### src/sv/mahp_pkg.sv
// Shared types, field codes and constant tables for the MPEG audio header parser.
// No dependencies; imported by mahp_frame_div, mpeg_audio_header_parse and the testbench.
`default_nettype none

package mahp_pkg;

  // Header field codes.
  localparam logic [10:0] SYNC_WORD     = 11'h7ff;
  localparam logic [1:0]  VER_MPEG25    = 2'd0;
  localparam logic [1:0]  VER_RESERVED  = 2'd1;
  localparam logic [1:0]  VER_MPEG2     = 2'd2;
  localparam logic [1:0]  VER_MPEG1     = 2'd3;
  localparam logic [1:0]  LAYER_RESERVED = 2'd0;
  localparam logic [1:0]  LAYER_III     = 2'd1;
  localparam logic [1:0]  LAYER_II      = 2'd2;
  localparam logic [1:0]  LAYER_I       = 2'd3;
  localparam logic [3:0]  BR_IDX_BAD    = 4'd15;
  localparam logic [1:0]  SR_IDX_0      = 2'd0;
  localparam logic [1:0]  SR_IDX_1      = 2'd1;
  localparam logic [1:0]  SR_IDX_2      = 2'd2;
  localparam logic [1:0]  SR_IDX_BAD    = 2'd3;
  localparam logic [1:0]  MODE_MONO     = 2'd3;

  // Widths of the internal datapath.
  localparam int NUM_W   = 26;  // coefficient times bitrate, below 2^26
  localparam int RECIP_W = 14;  // floor(2^26 / rate) for rates of 8000 and up
  localparam int FRAME_W = 12;
  localparam int RATE_W  = 16;
  localparam int BR_W    = 19;

  // Reciprocals of the sample rates, scaled by 2^RECIP_SHIFT and rounded down.
  localparam int RECIP_SHIFT = 26;
  localparam logic [RECIP_W-1:0] RECIP_44100 = RECIP_W'((2 ** RECIP_SHIFT) / 44100);
  localparam logic [RECIP_W-1:0] RECIP_48000 = RECIP_W'((2 ** RECIP_SHIFT) / 48000);
  localparam logic [RECIP_W-1:0] RECIP_32000 = RECIP_W'((2 ** RECIP_SHIFT) / 32000);
  localparam logic [RECIP_W-1:0] RECIP_22050 = RECIP_W'((2 ** RECIP_SHIFT) / 22050);
  localparam logic [RECIP_W-1:0] RECIP_24000 = RECIP_W'((2 ** RECIP_SHIFT) / 24000);
  localparam logic [RECIP_W-1:0] RECIP_16000 = RECIP_W'((2 ** RECIP_SHIFT) / 16000);
  localparam logic [RECIP_W-1:0] RECIP_11025 = RECIP_W'((2 ** RECIP_SHIFT) / 11025);
  localparam logic [RECIP_W-1:0] RECIP_12000 = RECIP_W'((2 ** RECIP_SHIFT) / 12000);
  localparam logic [RECIP_W-1:0] RECIP_8000  = RECIP_W'((2 ** RECIP_SHIFT) / 8000);

  // Bitrates in kbit/s; the last entry stands for the illegal index.
  localparam logic [8:0] KBPS_M1_L1 [16] = '{9'd0, 9'd32, 9'd64, 9'd96, 9'd128, 9'd160,
    9'd192, 9'd224, 9'd256, 9'd288, 9'd320, 9'd352, 9'd384, 9'd416, 9'd448, 9'd0};
  localparam logic [8:0] KBPS_M1_L2 [16] = '{9'd0, 9'd32, 9'd48, 9'd56, 9'd64, 9'd80,
    9'd96, 9'd112, 9'd128, 9'd160, 9'd192, 9'd224, 9'd256, 9'd320, 9'd384, 9'd0};
  localparam logic [8:0] KBPS_M1_L3 [16] = '{9'd0, 9'd32, 9'd40, 9'd48, 9'd56, 9'd64,
    9'd80, 9'd96, 9'd112, 9'd128, 9'd160, 9'd192, 9'd224, 9'd256, 9'd320, 9'd0};
  localparam logic [8:0] KBPS_LSF_L1 [16] = '{9'd0, 9'd32, 9'd48, 9'd56, 9'd64, 9'd80,
    9'd96, 9'd112, 9'd128, 9'd144, 9'd160, 9'd176, 9'd192, 9'd224, 9'd256, 9'd0};
  localparam logic [8:0] KBPS_LSF_L23 [16] = '{9'd0, 9'd8, 9'd16, 9'd24, 9'd32, 9'd40,
    9'd48, 9'd56, 9'd64, 9'd80, 9'd96, 9'd112, 9'd128, 9'd144, 9'd160, 9'd0};

  // Decoded header fields that travel down the pipeline beside the division.
  typedef struct packed {
    logic              ok;
    logic [RATE_W-1:0] rate_hz;
    logic [1:0]        channels;
    logic [BR_W-1:0]   bit_rate;
    logic [2:0]        pad_bytes;
  } hdr_info_t;

  // Request into the frame length divider.
  typedef struct packed {
    logic               valid;
    logic [NUM_W-1:0]   num;
    logic [RECIP_W-1:0] recip;
    hdr_info_t          info;
  } div_req_t;

  // Result out of the frame length divider.
  typedef struct packed {
    logic               valid;
    logic [FRAME_W-1:0] frame_bytes;
    hdr_info_t          info;
  } div_rsp_t;

  // Bitrate in kbit/s for a given version class, layer code and index.
  function automatic logic [8:0] kbps_lookup(input logic lsf, input logic [1:0] layer,
                                             input logic [3:0] idx);
    logic [8:0] k;
    k = '0;
    if (!lsf) begin
      case (layer)
        LAYER_I:  k = KBPS_M1_L1[idx];
        LAYER_II: k = KBPS_M1_L2[idx];
        default:  k = KBPS_M1_L3[idx];
      endcase
    end else begin
      case (layer)
        LAYER_I: k = KBPS_LSF_L1[idx];
        default: k = KBPS_LSF_L23[idx];
      endcase
    end
    return k;
  endfunction

  // Sample rate in hertz; zero for the reserved version or index.
  function automatic logic [RATE_W-1:0] rate_lookup(input logic [1:0] ver,
                                                    input logic [1:0] sr);
    logic [RATE_W-1:0] r;
    r = '0;
    case ({ver, sr})
      {VER_MPEG1, SR_IDX_0}:  r = 16'd44100;
      {VER_MPEG1, SR_IDX_1}:  r = 16'd48000;
      {VER_MPEG1, SR_IDX_2}:  r = 16'd32000;
      {VER_MPEG2, SR_IDX_0}:  r = 16'd22050;
      {VER_MPEG2, SR_IDX_1}:  r = 16'd24000;
      {VER_MPEG2, SR_IDX_2}:  r = 16'd16000;
      {VER_MPEG25, SR_IDX_0}: r = 16'd11025;
      {VER_MPEG25, SR_IDX_1}: r = 16'd12000;
      {VER_MPEG25, SR_IDX_2}: r = 16'd8000;
      default:                r = '0;
    endcase
    return r;
  endfunction

  // Scaled reciprocal of the sample rate; zero for illegal codes.
  function automatic logic [RECIP_W-1:0] recip_lookup(input logic [1:0] ver,
                                                      input logic [1:0] sr);
    logic [RECIP_W-1:0] q;
    q = '0;
    case ({ver, sr})
      {VER_MPEG1, SR_IDX_0}:  q = RECIP_44100;
      {VER_MPEG1, SR_IDX_1}:  q = RECIP_48000;
      {VER_MPEG1, SR_IDX_2}:  q = RECIP_32000;
      {VER_MPEG2, SR_IDX_0}:  q = RECIP_22050;
      {VER_MPEG2, SR_IDX_1}:  q = RECIP_24000;
      {VER_MPEG2, SR_IDX_2}:  q = RECIP_16000;
      {VER_MPEG25, SR_IDX_0}: q = RECIP_11025;
      {VER_MPEG25, SR_IDX_1}: q = RECIP_12000;
      {VER_MPEG25, SR_IDX_2}: q = RECIP_8000;
      default:                q = '0;
    endcase
    return q;
  endfunction

endpackage

`default_nettype wire

### src/sv/mahp_frame_div.sv
// Three-stage divider of the frame length numerator by the sample rate.
// Uses a scaled reciprocal and one correction step; depends on mahp_pkg.
`default_nettype none

module mahp_frame_div (
  input  wire logic              clk,
  input  wire logic              rst,
  input  wire logic              en,
  input  wire mahp_pkg::div_req_t req,
  output mahp_pkg::div_rsp_t      rsp
);
  import mahp_pkg::*;

  localparam int PROD_W = NUM_W + RECIP_W;
  localparam int QR_W   = FRAME_W + RATE_W;

  logic [PROD_W-1:0]  prod;
  logic [QR_W-1:0]    qr_full;
  logic [NUM_W-1:0]   rem;
  logic [FRAME_W-1:0] q_fix;

  // Stage A: quotient estimate, at most one below the true quotient.
  logic               va;
  logic [NUM_W-1:0]   num_a;
  logic [FRAME_W-1:0] q_a;
  hdr_info_t          info_a;

  // Stage B: estimate times divisor.
  logic               vb;
  logic [NUM_W-1:0]   num_b;
  logic [NUM_W-1:0]   qr_b;
  logic [FRAME_W-1:0] q_b;
  hdr_info_t          info_b;

  assign prod    = PROD_W'(req.num) * PROD_W'(req.recip);
  assign qr_full = QR_W'(q_a) * QR_W'(info_a.rate_hz);

  always_ff @(posedge clk) begin
    if (rst) begin
      va <= 1'b0;
    end else if (en) begin
      va <= req.valid;
    end
  end

  always_ff @(posedge clk) begin
    if (en) begin
      num_a  <= req.num;
      q_a    <= prod[RECIP_SHIFT +: FRAME_W];
      info_a <= req.info;
    end
  end

  always_ff @(posedge clk) begin
    if (rst) begin
      vb <= 1'b0;
    end else if (en) begin
      vb <= va;
    end
  end

  always_ff @(posedge clk) begin
    if (en) begin
      num_b  <= num_a;
      qr_b   <= qr_full[NUM_W-1:0];
      q_b    <= q_a;
      info_b <= info_a;
    end
  end

  // Stage C: correct the estimate by one, add padding and clear invalid headers.
  assign rem   = num_b - qr_b;
  assign q_fix = (rem >= NUM_W'(info_b.rate_hz)) ? q_b + FRAME_W'(1) : q_b;

  always_ff @(posedge clk) begin
    if (rst) begin
      rsp.valid <= 1'b0;
    end else if (en) begin
      rsp.valid <= vb;
    end
  end

  always_ff @(posedge clk) begin
    if (en) begin
      rsp.frame_bytes <= info_b.ok ? q_fix + FRAME_W'(info_b.pad_bytes) : '0;
      rsp.info        <= info_b;
    end
  end

endmodule

`default_nettype wire

### src/sv/mpeg_audio_header_parse.sv
// MPEG-1/2/2.5 audio frame header parser, top level.
// Depends on mahp_pkg and mahp_frame_div.
//
// Usage:
//   Input channel s_*: one 32-bit header word per request, first byte in bits 31..24.
//   Output channel m_*: one result per header. m_tuser carries header_ok; m_tdata
//   carries sample rate, channel count, bitrate in bit/s and frame length in bytes.
//   A header with bad sync or an illegal field gives header_ok low and zero fields.
// Pipeline: five register stages, the last of which drives m_tvalid. The stages
//   are field decode and table lookup, numerator multiply, reciprocal multiply,
//   quotient times rate, and the final correction with padding.
// Throughput: one header per cycle unless the output stalls; every stage holds one request.
// Stall: while m_tvalid is high and m_tready low the whole pipeline holds and
//   s_tready drops, so nothing is lost or repeated; an empty output stage lets
//   the pipeline move.
// Reset: rst clears all valid bits; the data registers are not reset.
`default_nettype none

module mpeg_audio_header_parse (
  input  wire logic        clk,
  input  wire logic        rst,
  input  wire logic        s_tvalid,
  output      logic        s_tready,
  input  wire logic [31:0] s_tdata,   // header_word[31:0]
  output      logic        m_tvalid,
  input  wire logic        m_tready,
  output      logic [55:0] m_tdata,   // sample_rate_hz[15:0], channel_count[17:16],
                                      // bit_rate[36:18], frame_bytes[48:37], zero fill
  output      logic [0:0]  m_tuser    // header_ok[0]
);
  import mahp_pkg::*;

  logic       en;
  logic [10:0] sync;
  logic [1:0]  ver;
  logic [1:0]  layer;
  logic [3:0]  br_idx;
  logic [1:0]  sr_idx;
  logic        pad;
  logic [1:0]  mode;
  logic        lsf;
  logic        legal;
  logic [8:0]  kbps;
  logic [7:0]  coef;
  hdr_info_t   info_d;

  // Stage 1 registers.
  logic               v1;
  hdr_info_t          info1;
  logic [7:0]         coef1;
  logic [RECIP_W-1:0] recip1;

  div_req_t req2;
  div_rsp_t rsp;

  // The pipeline moves unless a finished result is waiting on the receiver.
  assign en       = !rsp.valid || m_tready;
  assign s_tready = en;

  // Field split.
  assign sync   = s_tdata[31:21];
  assign ver    = s_tdata[20:19];
  assign layer  = s_tdata[18:17];
  assign br_idx = s_tdata[15:12];
  assign sr_idx = s_tdata[11:10];
  assign pad    = s_tdata[9];
  assign mode   = s_tdata[7:6];
  assign lsf    = (ver != VER_MPEG1);

  assign legal = (sync == SYNC_WORD) && (ver != VER_RESERVED) &&
                 (layer != LAYER_RESERVED) && (sr_idx != SR_IDX_BAD) &&
                 (br_idx != BR_IDX_BAD);

  assign kbps = kbps_lookup(lsf, layer, br_idx);

  // Frame length coefficient by layer and version class.
  always_comb begin
    case (layer)
      LAYER_I:   coef = 8'd48;
      LAYER_III: coef = lsf ? 8'd72 : 8'd144;
      default:   coef = 8'd144;
    endcase
  end

  // Decoded fields, forced to zero for an illegal header.
  always_comb begin
    info_d = '0;
    if (legal) begin
      info_d.ok          = 1'b1;
      info_d.rate_hz     = rate_lookup(ver, sr_idx);
      info_d.channels    = (mode == MODE_MONO) ? 2'd1 : 2'd2;
      info_d.bit_rate    = BR_W'(BR_W'(kbps) * BR_W'(1000));
      info_d.pad_bytes   = pad ? ((layer == LAYER_I) ? 3'd4 : 3'd1) : 3'd0;
    end
  end

  // Stage 1: decode and table lookup.
  always_ff @(posedge clk) begin
    if (rst) begin
      v1 <= 1'b0;
    end else if (en) begin
      v1 <= s_tvalid;
    end
  end

  always_ff @(posedge clk) begin
    if (en) begin
      info1  <= info_d;
      coef1  <= legal ? coef : 8'd0;
      recip1 <= legal ? recip_lookup(ver, sr_idx) : '0;
    end
  end

  // Stage 2: numerator of the frame length.
  always_ff @(posedge clk) begin
    if (rst) begin
      req2.valid <= 1'b0;
    end else if (en) begin
      req2.valid <= v1;
    end
  end

  always_ff @(posedge clk) begin
    if (en) begin
      req2.num   <= NUM_W'(NUM_W'(coef1) * NUM_W'(info1.bit_rate));
      req2.recip <= recip1;
      req2.info  <= info1;
    end
  end

  // Stages 3 to 5: division by the sample rate and output register.
  mahp_frame_div u_div (
    .clk (clk),
    .rst (rst),
    .en  (en),
    .req (req2),
    .rsp (rsp)
  );

  assign m_tvalid = rsp.valid;
  assign m_tuser  = rsp.info.ok;
  assign m_tdata  = {7'd0, rsp.frame_bytes, rsp.info.bit_rate, rsp.info.channels,
                     rsp.info.rate_hz};

endmodule

`default_nettype wire

### config.mk
export PLATFORM = sky130hd
export DESIGN_NAME = mpeg_audio_header_parse
export DESIGN_NICKNAME = d
export VERILOG_FILES = /design/src/sv/mahp_pkg.sv /design/src/sv/mahp_frame_div.sv /design/src/sv/mpeg_audio_header_parse.sv
export SDC_FILE = /design/constraint.sdc
export NUM_CORES = 1
export LEC_CHECK = 0
export BUFFER_PORTS_ARGS = -buffer_cell sky130_fd_sc_hd__buf_2
export CAP_MARGIN = 30
export CORE_MARGIN = 3
export CORE_UTILIZATION = 45
export CTS_CLUSTER_SIZE = 12
export DETAILED_ROUTE_END_ITERATION = 8
export MAX_ROUTING_LAYER = met4
export PLACE_DENSITY_LB_ADDON = 0.25
export SYNTH_ARGS = -nofsm -noshare
export SYNTH_HDL_FRONTEND = slang
export SYNTH_SLANG_ARGS = --single-unit
### constraint.sdc
create_clock -name clk -period 12.55 [get_ports clk]
set_input_delay 1.255 -clock clk [delete_from_list [all_inputs] [get_ports clk]]
set_output_delay 1.255 -clock clk [all_outputs]
set_load 0.01 [all_outputs]
## Yosys cells after proc, flatten, opt, wreduce, memory -nomap -nowiden

Memories as Yosys holds them, arrays and structs flattened. A register that Yosys moved wholly into a read port is not among the register bits.
Index checks and enable logic that the tools add are counted.

| operators by class | value |
|---|---|
| order comparisons | 2 |
| bitwise operators | 1 |
| muxes and demuxes | 20 |
| equal/unequal tests | 9 |
| multipliers | 4 |
| add/sub/neg operators | 3 |
| reductions and logical operators | 9 |

Operator list:

| kind | number |
|---|---|
| 9-bit 2-to-1 mux | 12 |
| 41-bit 2-to-1 mux | 1 |
| 26-bit by 14-bit multiplier with 38-bit output | 1 |
| 26-bit by 16-bit greater-or-equal comparator with 1-bit output | 1 |
| 12-bit by 16-bit multiplier with 26-bit output | 1 |
| 8-bit by 19-bit multiplier with 26-bit output | 1 |
| 26-bit subtractor | 1 |
| 9-bit case mux with 2 select lines | 1 |
| 9-bit by 7-bit multiplier with 16-bit output, second input constant | 1 |
| 8-bit case mux with 2 select lines | 1 |
| 12-bit by 1-bit adder with 12-bit output, second input constant | 1 |
| 12-bit by 3-bit adder with 12-bit output | 1 |
| 12-bit 2-to-1 mux | 1 |
| 11-bit equality test, second input constant | 1 |
| 8-bit 2-to-1 mux | 1 |
| 2-bit equality test, second input constant | 3 |
| 3-bit 2-to-1 mux | 2 |
| 5-bit greater-or-equal comparator, second input constant | 1 |
| 4-bit inverter with 5-bit output | 1 |
| 1-bit logical AND | 4 |
| 2-bit inequality test, second input constant | 2 |
| 4-bit inequality test, second input constant | 1 |
| 2-bit by 1-bit equality test with 1-bit output, second input constant | 1 |
| 1-bit logical NOT | 2 |
| other kinds (5) | 5 |

| word-level totals | value |
|---|---|
| register bits after elaboration | 369 |
| memory bits (read-only) | 1184 |
| output and inout bits | 59 |
| memories | 7 |
| input bits | 36 |

Memory list:

| memory | depth | width | rd ports | clocked after memory_dff | write ports | RTL line | text |
|---|---|---|---|---|---|---|---|
| (name not given) | 16 | 15 | 1 | 0 | 0 | mahp_pkg.sv:104 | `case ({ver, sr})` |
| (name not given) | 16 | 14 | 1 | 1 | 0 | mahp_pkg.sv:124 | `case ({ver, sr})` |
| (name not given) | 16 | 9 | 1 | 0 | 0 | mahp_pkg.sv:93 | `default: k = KBPS_LSF_L23[idx];` |
| (name not given) | 16 | 9 | 1 | 0 | 0 | mahp_pkg.sv:92 | `LAYER_I: k = KBPS_LSF_L1[idx];` |
| (name not given) | 16 | 9 | 1 | 0 | 0 | mahp_pkg.sv:88 | `default: k = KBPS_M1_L3[idx];` |
| (name not given) | 16 | 9 | 1 | 0 | 0 | mahp_pkg.sv:87 | `LAYER_II: k = KBPS_M1_L2[idx];` |
| +1 memories | - | - | - | - | - | - |  |

## Longest topological paths before layout

Gate-level depths: netlist of the first run.

| logic depth | value |
|---|---|
| depth in word-level cells | 8 |
| gate-level depth with buffers | 27 |

## Modules after synthesis

A second synthesis of the first run with hierarchy kept.

| second synthesis, totals | value |
|---|---|
| cells, all modules | 3158 |
| area total of the unflattened synthesis | 33726.1 um2 |

Modules (own cells, without submodules):

| module | cells each | instances | sequential area each (um2) | area an instance (um2) |
|---|---|---|---|---|
| mahp_frame_div | 2480 | 1 | 7176.9 | 26020.0 |
| mpeg_audio_header_parse | 678 | 1 | 3373.2 | 7706.1 |

## Worst setup path before layout of the first run

No wires, ideal clock.

| timing path | value |
|---|---|
| path type | input -> output |
| start | input port m_tready |
| end | output port s_tready |
| setup slack | 1.544 ns |
| buffers on the path | 1 |
| arrival time | 9.751 ns |
| stages | 2 |
| path through | nand2b_1 > clkbuf_1 |

| between the ends | value |
|---|---|
| cells in the longest elaborated chain, start to end | 1 |

Ends and longest elaborated chain:

| item | RTL line | text |
|---|---|---|
| start: declaration | mpeg_audio_header_parse.sv:26 | `input wire logic m_tready,` |
| 1-bit logical OR | mpeg_audio_header_parse.sv:57 | `assign en = !rsp.valid \|\| m_tready;` |
| end: declaration | mpeg_audio_header_parse.sv:23 | `output logic s_tready,` |

Every way passes these cells.

## Final worst setup path of the first run

| timing path | value |
|---|---|
| start | register req2[49] (netlist bit) |
| end | register u_div.q_a[9], data pin |

| between the ends | value |
|---|---|
| cells in the longest elaborated chain, start to end | 1 |

Ends and longest elaborated chain:

| item | RTL line | text |
|---|---|---|
| start: declaration | mpeg_audio_header_parse.sv:53 | `div_req_t req2;` |
| 26-bit by 14-bit multiplier with 38-bit output | mahp_frame_div.sv:35 | `assign prod = PROD_W'(req.num) * PROD_W'(req.recip);` |
| named net u_div.prod[35] | mahp_frame_div.sv:17 | `logic [PROD_W-1:0] prod;` |
| end signal: assignment | mahp_frame_div.sv:49 | `q_a <= prod[RECIP_SHIFT +: FRAME_W];` |
| end: declaration | mahp_frame_div.sv:25 | `logic [FRAME_W-1:0] q_a;` |

The timed path passes the listed nets, and every way through them passes these cells.
A chain may end at the register's enable or synchronous reset.

==> impl_metrics.sql, run 1 <==
INSERT INTO impl_metrics (metric_group, metric, value, unit) VALUES
('min_path', 'depth_of_the_worst_hold_timing_path', '0', ''),
('setup_path', 'r2r.worst_path.cells', '23', ''),
('setup_path', 'cp.buffers_inverters', '4', ''),
('synthesis', 'count_of_flip_flops_with_a_built_in_enable_after_synthesis', '301', ''),
('power', 'vdd_drop_max', '0.0919', 'mV'),
('synthesis', 'synth_top_cell_by_area', 'sky130_fd_sc_hd__edfxtp_1', ''),
('synthesis', 'synthDistinctLibCells', '77', ''),
('routing', 'first_pass_iters', '5', ''),
('setup_path', 'critPathKind', 'flop to flop', ''),
('timing', 'setup_repair_after_global_routing_missed_its_margin', 'false', ''),
('setup_path', 'timing.critical_path.from', 'req2[49]', ''),
('layout', 'regArea', '9140', 'um2'),
('global_routing', 'grt_antenna_before_repair', '0', ''),
('clocking', 'cts_repair_resize_count', '0', ''),
('outcome', 'status', 'finished, final reports clean', ''),
('synthesis', 'netlist.area_leader.share', '0.317', ''),
('setup_path', 'rrSetupSlack', '5.25', 'ns'),
('synthesis', 'syn_area_per_cell', '10.5', 'um2'),
('timing', 'finalSetupViolations', '0', ''),
('power', 'powerDensity', '79.2', 'nW/um2'),
('min_path', 'hold_path.class', 'flop to flop', ''),
('setup_path', 'cp_data_required_time', '12.85', 'ns'),
('global_routing', 'grt_start_max_net_pins', '76', ''),
('clocking', 'worstSkewPairLatency', '0.56', 'ns'),
('timing', 'timing.max_slew.rel_slack', '0.412', ''),
('synthesis', 'synthMostInstantiatedCell', 'sky130_fd_sc_hd__inv_1', ''),
('synthesis', 'post_synth_inst_count', '2725', ''),
('synthesis', 'synth_sequential_area_ratio', '0.320', ''),
('timing', 'fin_setup_tns', '0', 'ns'),
('layout', 'area_growth_syn_to_layout', '7.66', '%'),
('setup_path', 'worst_r2r_endpoint', 'u_div.q_a[9]', ''),
('setup_path', 'cpLargestDelayFamily', 'adder cells', ''),
('setup_path', 'crit_slowest_cell', 'sky130_fd_sc_hd__edfxtp_1', ''),
('setup_path', 'critical_path.startpoint_type', 'flop', ''),
('routing', 'post-route-drc-count', '0', ''),
('timing', 'post-route-period-util', '0.581', ''),
('layout', 'finalCoreUtilization', '0.494', ''),
('setup_path', 'r2r_start', 'req2[49]', ''),
('timing', 'fin_hold_viols', '0', ''),
('global_routing', 'total_congestion_overflow_after_global_routing', '0', ''),
('clocking', 'post-cts-setup-buffer-count', '0', ''),
('floorplanning', 'ios', '95', ''),
('synthesis', 'ys_ff_latch', '306', ''),
('power', 'leakage_component_of_the_power', '15.3', 'nW'),
('routing', 'wire_per_inst', '16.2', 'um'),
('clocking', 'cts_tree', 'done', ''),
('synthesis', 'synth-async-reset-ratio', '0', ''),
('min_path', 'holdPathEnd', 'u_div.info_a[0]', ''),
('setup_path', 'cp_data_arrival_time', '7.59', 'ns'),
('timing', 'period_needed', '7.30', 'ns'),
('global_routing', 'grt_pass1_wl', '98900', 'um'),
('placed_design', 'io_buffers', '72', ''),
('placed_design', 'post-dp-hpwl', '45000', 'um'),
('min_path', 'hold_start', 'req2[0]', ''),
('clocking', 'ctsLongestPathBuffers', '3', ''),
('timing', 'timing.final.max_slew_violations', '0', ''),
('routing', 'drt_iter0_drc', '1076', ''),
('setup_path', 'cp_common_cell', 'sky130_fd_sc_hd__fa_1', ''),
('clocking', 'cts-buffers-inserted', '36', ''),
('timing', 'transition_time_of_the_tightest_slew_check_pin', '0.881', 'ns'),
('floorplanning', 'rows', '91', ''),
('floorplanning', 'start_util', '0.459', ''),
('routing', 'drtAntennaViolNets', '0', ''),
('floorplanning', 'fp.dieArea', '66500', 'um2'),
('synthesis', 'synthTopCellsByArea', 'sky130_fd_sc_hd__edfxtp_1, sky130_fd_sc_hd__fa_1, sky130_fd_sc_hd__ha_1, sky130_fd_sc_hd__inv_1, sky130_fd_sc_hd__and2_1', ''),
('clocking', 'ctsRootBufferMaster', 'sky130_fd_sc_hd__clkbuf_16', ''),
('clocking', 'h-tree-depth', '2', ''),
('power', 'power.total', '2.43', 'mW'),
('setup_path', 'crit_path_max_fanout', '17', ''),
('synthesis', 'synth_top_flop_cell', 'sky130_fd_sc_hd__edfxtp_1', ''),
('layout', 'share_of_cells_above_drive_strength_1', '0.0573', '');
layout make-up:
cell class                 instances  share of cell area
multi-input combinational       1790               0.553
sequential                       306               0.297
inverter                         537              0.0656
tap                              837              0.0341
clock buffer                      42              0.0301
timing repair buffer              86              0.0151
clock inverter                    16             0.00485
cells in the final DEF, fill, tap and decap left out, types with 11 or more instances in the layout:
cell and instances:
sky130_fd_sc_hd__clkbuf_16 36, sky130_fd_sc_hd__edfxtp_1 301, sky130_fd_sc_hd__ha_1 277, sky130_fd_sc_hd__a21oi_1 85
sky130_fd_sc_hd__buf_4 14, sky130_fd_sc_hd__a31oi_1 14, sky130_fd_sc_hd__buf_2 72, sky130_fd_sc_hd__nor3_1 21
sky130_fd_sc_hd__nand2b_1 11, sky130_fd_sc_hd__nand2_1 321, sky130_fd_sc_hd__inv_1 536, sky130_fd_sc_hd__nor2_1 113
sky130_fd_sc_hd__fa_1 349, sky130_fd_sc_hd__xnor2_1 73, sky130_fd_sc_hd__nand3_1 30, sky130_fd_sc_hd__xor2_1 19
sky130_fd_sc_hd__nor2b_1 16, sky130_fd_sc_hd__conb_1 14, sky130_fd_sc_hd__o21bai_1 17, sky130_fd_sc_hd__o21ai_0 48
sky130_fd_sc_hd__mux2i_1 12, sky130_fd_sc_hd__nand4_1 11, sky130_fd_sc_hd__and2_1 205, sky130_fd_sc_hd__a21o_1 26
worst max-delay path by stage:
stage | end | slack (ns) | cells after the start
floorplan | s_tready | 1.54 | 2
global placement | u_div.q_a[9] | 5.37 | 23
detailed placement | u_div.q_a[9] | 5.26 | 23
CTS | u_div.q_a[9] | 5.26 | 23
global route | u_div.q_a[9] | 4.84 | 23
finish | u_div.q_a[9] | 5.25 | 23
cell families after synthesis:
| logic type | Yosys count | synth area share |
|---|---|---|
| and+or+nand+nor | 783 | 0.135 |
| buffers and inverters | 642 | 0.0866 |
| adders and majority gates | 626 | 0.366 |
| DFF | 306 | 0.320 |
| AOI/OAI and AO/OA | 262 | 0.0588 |
| xor gates and xnor gates | 92 | 0.0282 |
| muxes | 13 | 0.00460 |
| other | 1 | 0.000131 |
routing by layer:
| layer | GRT usage | part of all wire |
|---|---|---|
| met1 | 0.251 | 0.45 |
| met2 | 0.309 | 0.48 |
| met3 | 0.0278 | 0.048 |
| met4 | 0.0426 | 0.019 |
| met5 | - | 0 |
where the power goes:
group / internal (mW) / switching (mW)
Clock: 0.551 / 0.411
Combinational: 0.137 / 0.183
Sequential: 1.13 / 0.0205
sequential cells by signal (all words and copies together), names as in the netlist:
register and count:
coef1 4, info1 32, recip1 13, req2 63
u_div.info_a 32, u_div.info_b 32, u_div.num_a 17, u_div.num_b 17
u_div.q_a 12, u_div.q_b 12, u_div.qr_b 26, u_div.rsp 43
u_div.va 1, u_div.vb 1, v1 1
stage by stage:
stage	hold slack (ns)	std cells	area [um2]	worst slack, ns
after floorplan	0.400	2738	28600	1.54
after global placement	0.402	3556	29700	5.37
after detailed placement	0.405	3556	29700	5.26
after CTS	0.402	3614	30700	5.26
after global routing	0.409	3614	30700	4.84
final	0.404	3614	30700	5.25
Power figures use the tool's default switching activity.
==> inputs of run 2 (changes only) <==
- ABC_AREA: unset -> 1
- clock period: 12.55 -> 7.45 ns (I/O delays scaled with it)
==> impl_metrics.sql, run 2 <==
INSERT INTO impl_metrics (metric_group, metric, value, unit) VALUES
('global_routing', 'gr-usage-all-layers', '0.195', ''),
('timing', 'finalSetupViolations', '0', ''),
('floorplanning', 'fp.dieW', '260', 'um'),
('floorplanning', 'rows', '92', ''),
('power', 'power.total', '4.30', 'mW'),
('power', 'vdd_drop_max', '0.147', 'mV'),
('min_path', 'depth_of_the_worst_hold_timing_path', '0', ''),
('routing', 'drt_iter0_drc', '1229', ''),
('power', 'clock_power_share', '0.388', ''),
('synthesis', 'synth_top_cell_by_area', 'sky130_fd_sc_hd__edfxtp_1', ''),
('setup_path', 'worstPathCellList', 'nand2_1, fa_1, inv_1, fa_1, fa_1, fa_1, fa_1, inv_1, fa_1, inv_1, ha_1, a21oi_1, nand2_1, a221oi_1, a21boi_0, buf_4, o21ai_1, a31oi_1, o21ai_0, xor2_1', ''),
('setup_path', 'slowest_delay', '0.87', 'ns'),
('timing', 'clock_skew', '0.0322', 'ns'),
('setup_path', 'r2r.worst_path.cells', '20', ''),
('synthesis', 'syn_area_per_cell', '9.27', 'um2'),
('clocking', 'cts_tree', 'done', ''),
('clocking', 'h-tree-depth', '2', ''),
('global_routing', 'grt_pass1_wl', '101000', 'um'),
('power', 'power.net_switching', '1.16', 'mW'),
('layout', 'n_antenna_cell', '0', ''),
('layout', 'share_of_cells_above_drive_strength_1', '0.0642', ''),
('floorplanning', 'core-area', '63500', 'um2'),
('layout', 'reg.largest.list', 'req2: 63 flops, u_div.rsp: 43 flops', ''),
('clocking', 'ctsLongestPathBuffers', '3', ''),
('placed_design', 'post-dp-hpwl', '47500', 'um'),
('clocking', 'post-cts-setup-buffer-count', '0', ''),
('power', 'power_frac_seq', '0.458', ''),
('timing', 'transition_time_of_the_tightest_slew_check_pin', '0.965', 'ns'),
('clocking', 'postCtsHoldBufs', '0', ''),
('routing', 'first_pass_iters', '5', ''),
('min_path', 'hold_path.class', 'flop to flop', ''),
('layout', 'area_growth_syn_to_layout', '7.89', '%'),
('routing', 'wire_per_inst', '15.0', 'um'),
('power', 'internal_power', '3.14', 'mW'),
('global_routing', 'grt_antenna_before_repair', '2', ''),
('layout', 'nets', '3851', ''),
('timing', 'timing.max_slew.rel_slack', '0.356', ''),
('clocking', 'cts_sinks', '306', ''),
('global_routing', 'grt_pass1_vias', '20023', ''),
('setup_path', 'worstSetupEndpointType', 'flop', ''),
('synthesis', 'synthTopCellsByCount', 'sky130_fd_sc_hd__inv_1, sky130_fd_sc_hd__nand2_1, sky130_fd_sc_hd__fa_1', ''),
('synthesis', 'netlist.area_leader.share', '0.310', ''),
('power', 'sw_frac_of_total', '0.269', ''),
('setup_path', 'crit_slowest_cell', 'sky130_fd_sc_hd__edfxtp_1', ''),
('global_routing', 'total_congestion_overflow_after_global_routing', '0', ''),
('synthesis', 'synth-async-reset-ratio', '0', ''),
('synthesis', 'count_of_flip_flops_with_a_built_in_enable_after_synthesis', '301', ''),
('floorplanning', 'fp.dieArea', '67800', 'um2'),
('floorplanning', 'ios', '95', ''),
('synthesis', 'synthDistinctLibCells', '52', ''),
('layout', 'max_reg_flops', '63', ''),
('routing', 'detail_route.vias_per_cell', '4.81', ''),
('clocking', 'worstSkewPairLatency', '0.55', 'ns'),
('synthesis', 'synthMostInstantiatedCell', 'sky130_fd_sc_hd__inv_1', ''),
('timing', 'fin_setup_tns', '0', 'ns'),
('synthesis', 'yosys_warnings', '0', ''),
('floorplanning', 'start_util', '0.458', ''),
('placed_design', 'routabilityCongestion', '0.919', ''),
('layout', 'layout_commonest_cell', 'sky130_fd_sc_hd__inv_1', ''),
('synthesis', 'ys_ff_latch', '306', ''),
('clocking', 'cts-buffers-inserted', '36', ''),
('timing', 'timing.final.max_slew_violations', '0', ''),
('global_routing', 'grt_start_max_net_pins', '170', ''),
('setup_path', 'cp_data_arrival_time', '6.65', 'ns'),
('synthesis', 'synth_top_flop_cell', 'sky130_fd_sc_hd__edfxtp_1', ''),
('clocking', 'clkTransAtPathRegs', '0.06', 'ns'),
('power', 'powerDensity', '137', 'nW/um2'),
('clocking', 'ctsRootBufferMaster', 'sky130_fd_sc_hd__clkbuf_16', ''),
('layout', 'fill_cells', '6064', ''),
('routing', 'post-route-drc-count', '0', ''),
('timing', 'setup_repair_after_global_routing_missed_its_margin', 'false', ''),
('timing', 'post-route-period-util', '0.857', ''),
('floorplanning', 'chipHeight', '260', 'um'),
('setup_path', 'critical_path.startpoint_type', 'flop', ''),
('setup_path', 'cp_common_cell', 'sky130_fd_sc_hd__fa_1', ''),
('placed_design', 'io_buffers', '72', ''),
('routing', 'drtAntennaViolNets', '0', ''),
('job', 'timing.max_cap.violations', '0', ''),
('setup_path', 'crit_path_max_fanout', '15', ''),
('layout', 'final_cell_mix', 'sky130_fd_sc_hd__inv_1, sky130_fd_sc_hd__nand2_1, sky130_fd_sc_hd__fa_1', ''),
('power', 'leakage_component_of_the_power', '17.6', 'nW'),
('synthesis', 'post_synth_inst_count', '3144', ''),
('synthesis', 'synth_sequential_area_ratio', '0.314', ''),
('layout', 'max_flop_register', 'req2', ''),
('synthesis', 'area_of_the_mapped_netlist', '29100', 'um2'),
('routing', 'num_vias', '19511', ''),
('synthesis', 'synthTopCellsByArea', 'sky130_fd_sc_hd__edfxtp_1, sky130_fd_sc_hd__fa_1, sky130_fd_sc_hd__ha_1, sky130_fd_sc_hd__inv_1, sky130_fd_sc_hd__nand2_1', ''),
('setup_path', 'cp_data_required_time', '7.72', 'ns'),
('power', 'combPwrFrac', '0.154', ''),
('clocking', 'cts_repair_resize_count', '0', ''),
('routing', 'wirelength', '60900', 'um'),
('timing', 'period_needed', '6.38', 'ns'),
('outcome', 'status', 'finished, final reports clean', ''),
('timing', 'max_clock_freq', '0.157', 'GHz'),
('timing', 'fin_hold_viols', '0', ''),
('setup_path', 'critPathKind', 'flop to flop', '');
==> run 2: final timing paths <==
| check | startpoint | end | slack [ns] |
|---|---|---|---|
| worst min register to register | u_div.num_a[23] | u_div.num_b[23] | 0.40 |
| worst max-delay path | req2[69] | u_div.q_a[11] | 1.07 |
| worst min-delay path | u_div.num_a[23] | u_div.num_b[23] | 0.40 |
| worst max register to register | req2[69] | u_div.q_a[11] | 1.07 |
==> run 2: critical path, delay by kind of cell (launching register included) <==
| family | cells | cell delay [ns] |
|---|---|---|
| simple gates | 2 | 0.24 |
| xor+xnor | 1 | 0.16 |
| fa+ha+maj | 7 | 3.26 |
| compound gates | 6 | 1.23 |
| buf+inv | 4 | 0.32 |
| flops | 1 | 0.87 |
==> run 2: per-stage QoR <==
stage               std cells  hold WS (ns)  setup slack, ns  area, um2   util
floorplan                3157         0.400             1.27      29200      -
global placement         3997         0.401             1.13      30300  0.477
detailed placement       3997         0.405             1.09      30300  0.477
CTS                      4054         0.385             1.02      31400  0.495
global route             4054         0.398            0.660      31400  0.495
finish                   4054         0.396             1.07      31400  0.495
==> run 2: final cells by class <==
class	instances	area, um2	area share
clock buffer	41	941	0.0299
timing repair buffer	93	531	0.0169
multi-input combinational	1899	16400	0.522
clock inverter	16	158	0.00502
inverter	853	3210	0.102
tap	846	1060	0.0337
sequential	306	9140	0.291
==> run 2: metal layers <==
layer	wire, um	global-route usage	vias to the layer above	part of all wire
met5	0	-	-	0
met4	1290	0.0494	0	0.021
met3	3460	0.0326	78	0.057
met2	28900	0.319	456	0.48
met1	27200	0.253	9407	0.45
li1	-	-	9570	-
==> run 2: kinds of logic (layout without fill, tap and decap cells) <==
| family | Yosys count | after routing | share of synthesized area |
|---|---|---|---|
| AOI/OAI and AO/OA | 200 | 200 | 0.0399 |
| xor gates and xnor gates | 79 | 79 | 0.0238 |
| adders and majority gates | 626 | 626 | 0.359 |
| buffers and inverters | 952 | 1003 | 0.125 |
| DFF | 306 | 306 | 0.314 |
| muxes | 1 | 1 | 0.000387 |
| other | 1 | 14 | 0.000129 |
| and+or+nand+nor | 979 | 979 | 0.138 |
==> run 2: power by group through the flow <==
stage | Clock, mW | Sequential (mW) | Combinational (mW)
after floorplan | 0 | 1.97 | 0.529
after global placement | 0 | 2.00 | 0.655
after detailed placement | 0 | 2.01 | 0.664
after CTS | 1.73 | 1.97 | 0.667
after global routing | 1.79 | 1.97 | 0.784
final | 1.67 | 1.97 | 0.663
==> inputs of run 3 (changes only) <==
- CAP_MARGIN: 30 -> 20
- CORE_ASPECT_RATIO: unset -> 2
==> impl_metrics.sql, run 3 (synthesis gave the netlist of run 2 again) <==
INSERT INTO impl_metrics (metric_group, metric, value, unit) VALUES
('timing', 'timing.final.max_slew_violations', '0', ''),
('placed_design', 'routabilityCongestion', '0.917', ''),
('job', 'timing.max_cap.violations', '0', ''),
('timing', 'timing.max_slew.rel_slack', '0.326', ''),
('clocking', 'postCtsHoldBufs', '0', ''),
('layout', 'area_growth_syn_to_layout', '6.79', '%'),
('setup_path', 'worstSetupEndpointType', 'flop', ''),
('timing', 'setup_repair_after_global_routing_missed_its_margin', 'false', ''),
('timing', 'worst_slack', '0.704', 'ns'),
('power', 'combPwrFrac', '0.169', ''),
('layout', 'share_of_cells_above_drive_strength_1', '0.0586', ''),
('layout', 'fin_cells', '3989', ''),
('setup_path', 'rrSetupSlack', '0.70', 'ns'),
('floorplanning', 'fp.dieW', '186', 'um'),
('routing', 'first_pass_iters', '7', ''),
('timing', 'max_clock_freq', '0.148', 'GHz'),
('timing', 'fin_hold_viols', '0', ''),
('global_routing', 'grt_pass1_wl', '108000', 'um'),
('outcome', 'status', 'finished, final reports clean', ''),
('clocking', 'ctsLongestPathBuffers', '3', ''),
('setup_path', 'worstPathCellList', 'nand2_1, fa_1, fa_1, inv_1, fa_1, fa_1, fa_1, inv_1, fa_1, inv_1, ha_1, a21oi_1, nand2_1, a221oi_1, a21boi_0, buf_4, o21ai_1, a31oi_1, o21ai_0, xor2_1', ''),
('setup_path', 'critPathKind', 'flop to flop', ''),
('routing', 'detail_route.vias_per_cell', '4.99', ''),
('layout', 'final_cell_mix', 'sky130_fd_sc_hd__inv_1, sky130_fd_sc_hd__nand2_1, sky130_fd_sc_hd__fa_1', ''),
('setup_path', 'critical_path.startpoint_type', 'flop', ''),
('routing', 'post-route-drc-count', '0', ''),
('placed_design', 'post-dp-hpwl', '54000', 'um'),
('setup_path', 'cp_data_required_time', '7.80', 'ns'),
('setup_path', 'crit_slowest_cell', 'sky130_fd_sc_hd__edfxtp_1', ''),
('setup_path', 'slowest_delay', '0.82', 'ns'),
('layout', 'nets', '3841', ''),
('placed_design', 'io_buffers', '72', ''),
('power', 'vdd_drop_max', '0.187', 'mV'),
('layout', 'reg.largest.list', 'req2: 63 flops, u_div.rsp: 43 flops', ''),
('setup_path', 'cp_data_arrival_time', '7.10', 'ns'),
('timing', 'transition_time_of_the_tightest_slew_check_pin', '1.00', 'ns'),
('clocking', 'cts_sinks', '306', ''),
('timing', 'post-route-period-util', '0.905', ''),
('routing', 'drt_iter0_drc', '826', ''),
('power', 'power.total', '4.05', 'mW'),
('timing', 'fin_setup_tns', '0', 'ns'),
('routing', 'drtAntennaViolNets', '0', ''),
('placed_design', 'place_worst_setup_slack', '0.554', 'ns'),
('routing', 'wirelength', '66700', 'um'),
('setup_path', 'cp_common_cell', 'sky130_fd_sc_hd__fa_1', ''),
('floorplanning', 'core-area', '63900', 'um2'),
('routing', 'wire_per_inst', '16.7', 'um'),
('global_routing', 'gr-usage-all-layers', '0.210', ''),
('power', 'power.net_switching', '1.11', 'mW'),
('power', 'clock_power_share', '0.345', ''),
('global_routing', 'total_congestion_overflow_after_global_routing', '0', ''),
('global_routing', 'grt_antenna_before_repair', '0', ''),
('setup_path', 'crit_path_max_fanout', '17', ''),
('clocking', 'cts-buffers-inserted', '31', ''),
('clocking', 'h-tree-depth', '1', ''),
('floorplanning', 'ios', '95', ''),
('clocking', 'post-cts-setup-buffer-count', '0', ''),
('min_path', 'hold_path.class', 'input pin to flop', ''),
('power', 'power_frac_seq', '0.486', ''),
('power', 'leakage_component_of_the_power', '17.5', 'nW'),
('timing', 'finalSetupViolations', '0', ''),
('clocking', 'cts_tree', 'done', ''),
('layout', 'layout_commonest_cell', 'sky130_fd_sc_hd__inv_1', ''),
('clocking', 'cts_repair_resize_count', '0', ''),
('clocking', 'ctsRootBufferMaster', 'sky130_fd_sc_hd__clkbuf_16', ''),
('routing', 'num_vias', '19917', ''),
('floorplanning', 'fp.dieArea', '68000', 'um2'),
('power', 'internal_power', '2.95', 'mW'),
('layout', 'n_antenna_cell', '0', ''),
('clocking', 'worstSkewPairLatency', '0.60', 'ns'),
('global_routing', 'grt_start_max_net_pins', '168', ''),
('power', 'sw_frac_of_total', '0.273', ''),
('layout', 'max_flop_register', 'req2', ''),
('placed_design', 'numPlacedInstances', '3944', ''),
('global_routing', 'grt_pass1_vias', '21547', ''),
('clocking', 'clkTransAtPathRegs', '0.06', 'ns'),
('timing', 'period_needed', '6.75', 'ns'),
('power', 'powerDensity', '130', 'nW/um2'),
('layout', 'max_reg_flops', '63', ''),
('floorplanning', 'chipHeight', '366', 'um'),
('floorplanning', 'start_util', '0.456', ''),
('timing', 'clock_skew', '0.0340', 'ns'),
('floorplanning', 'rows', '131', '');
## run 3: path summary, 6_finish.rpt
path	startpoint	depth (start not counted)	endpoint
max reg2reg	req2[46]	20	u_div.q_a[11]
max	req2[46]	20	u_div.q_a[11]
min	rst	2	req2[81]
min reg2reg	u_div.num_a[25]	0	u_div.num_b[25]
## run 3: per-layer routing
metal | global-route usage | vias to the layer above | wire, um
li1 | - | 9530 | -
met1 | 0.192 | 9770 | 21400
met4 | 0.116 | 0 | 4320
met5 | - | - | 0
met3 | 0.0155 | 194 | 1820
met2 | 0.412 | 423 | 39100
## run 3: power groups by stage
stage          sequential [mW]  clock, mW  combinational (mW)
2_1_floorplan             1.97          0               0.529
3_3_place_gp              2.00          0               0.685
3_5_place_dp              2.00          0               0.695
4_1_cts                   1.97       1.45               0.698
5_1_grt                   1.97       1.51               0.809
6_report                  1.97       1.40               0.687
## run 3: area by class of cell
cell class,instances,area [um2]
Tap cell,798,998
Sequential cell,306,9140
Clock inverter,11,78.8
Clock buffer,34,787
Multi-Input combinational cell,1899,16400
Inverter,853,3210
Timing Repair Buffer,88,505
Fill cell,6096,32800
## run 3: per-stage QoR
stage                util  instance area [um2]  hold slack [ns]
finish              0.487                31100            0.357
floorplan               -                29200            0.400
detailed placement  0.473                30200            0.405
global route        0.487                31100            0.354
CTS                 0.487                31100            0.317
global placement    0.473                30200            0.400
## run 3: critical path: cells and delay by family, from the launching register on
family / cells / cell delay [ns]
buffers and inverters: 4 / 0.36
and+or+nand+nor: 2 / 0.26
xor gates and xnor gates: 1 / 0.16
adders and majority gates: 7 / 3.32
AOI/OAI and AO/OA: 6 / 1.56
DFF: 1 / 0.82
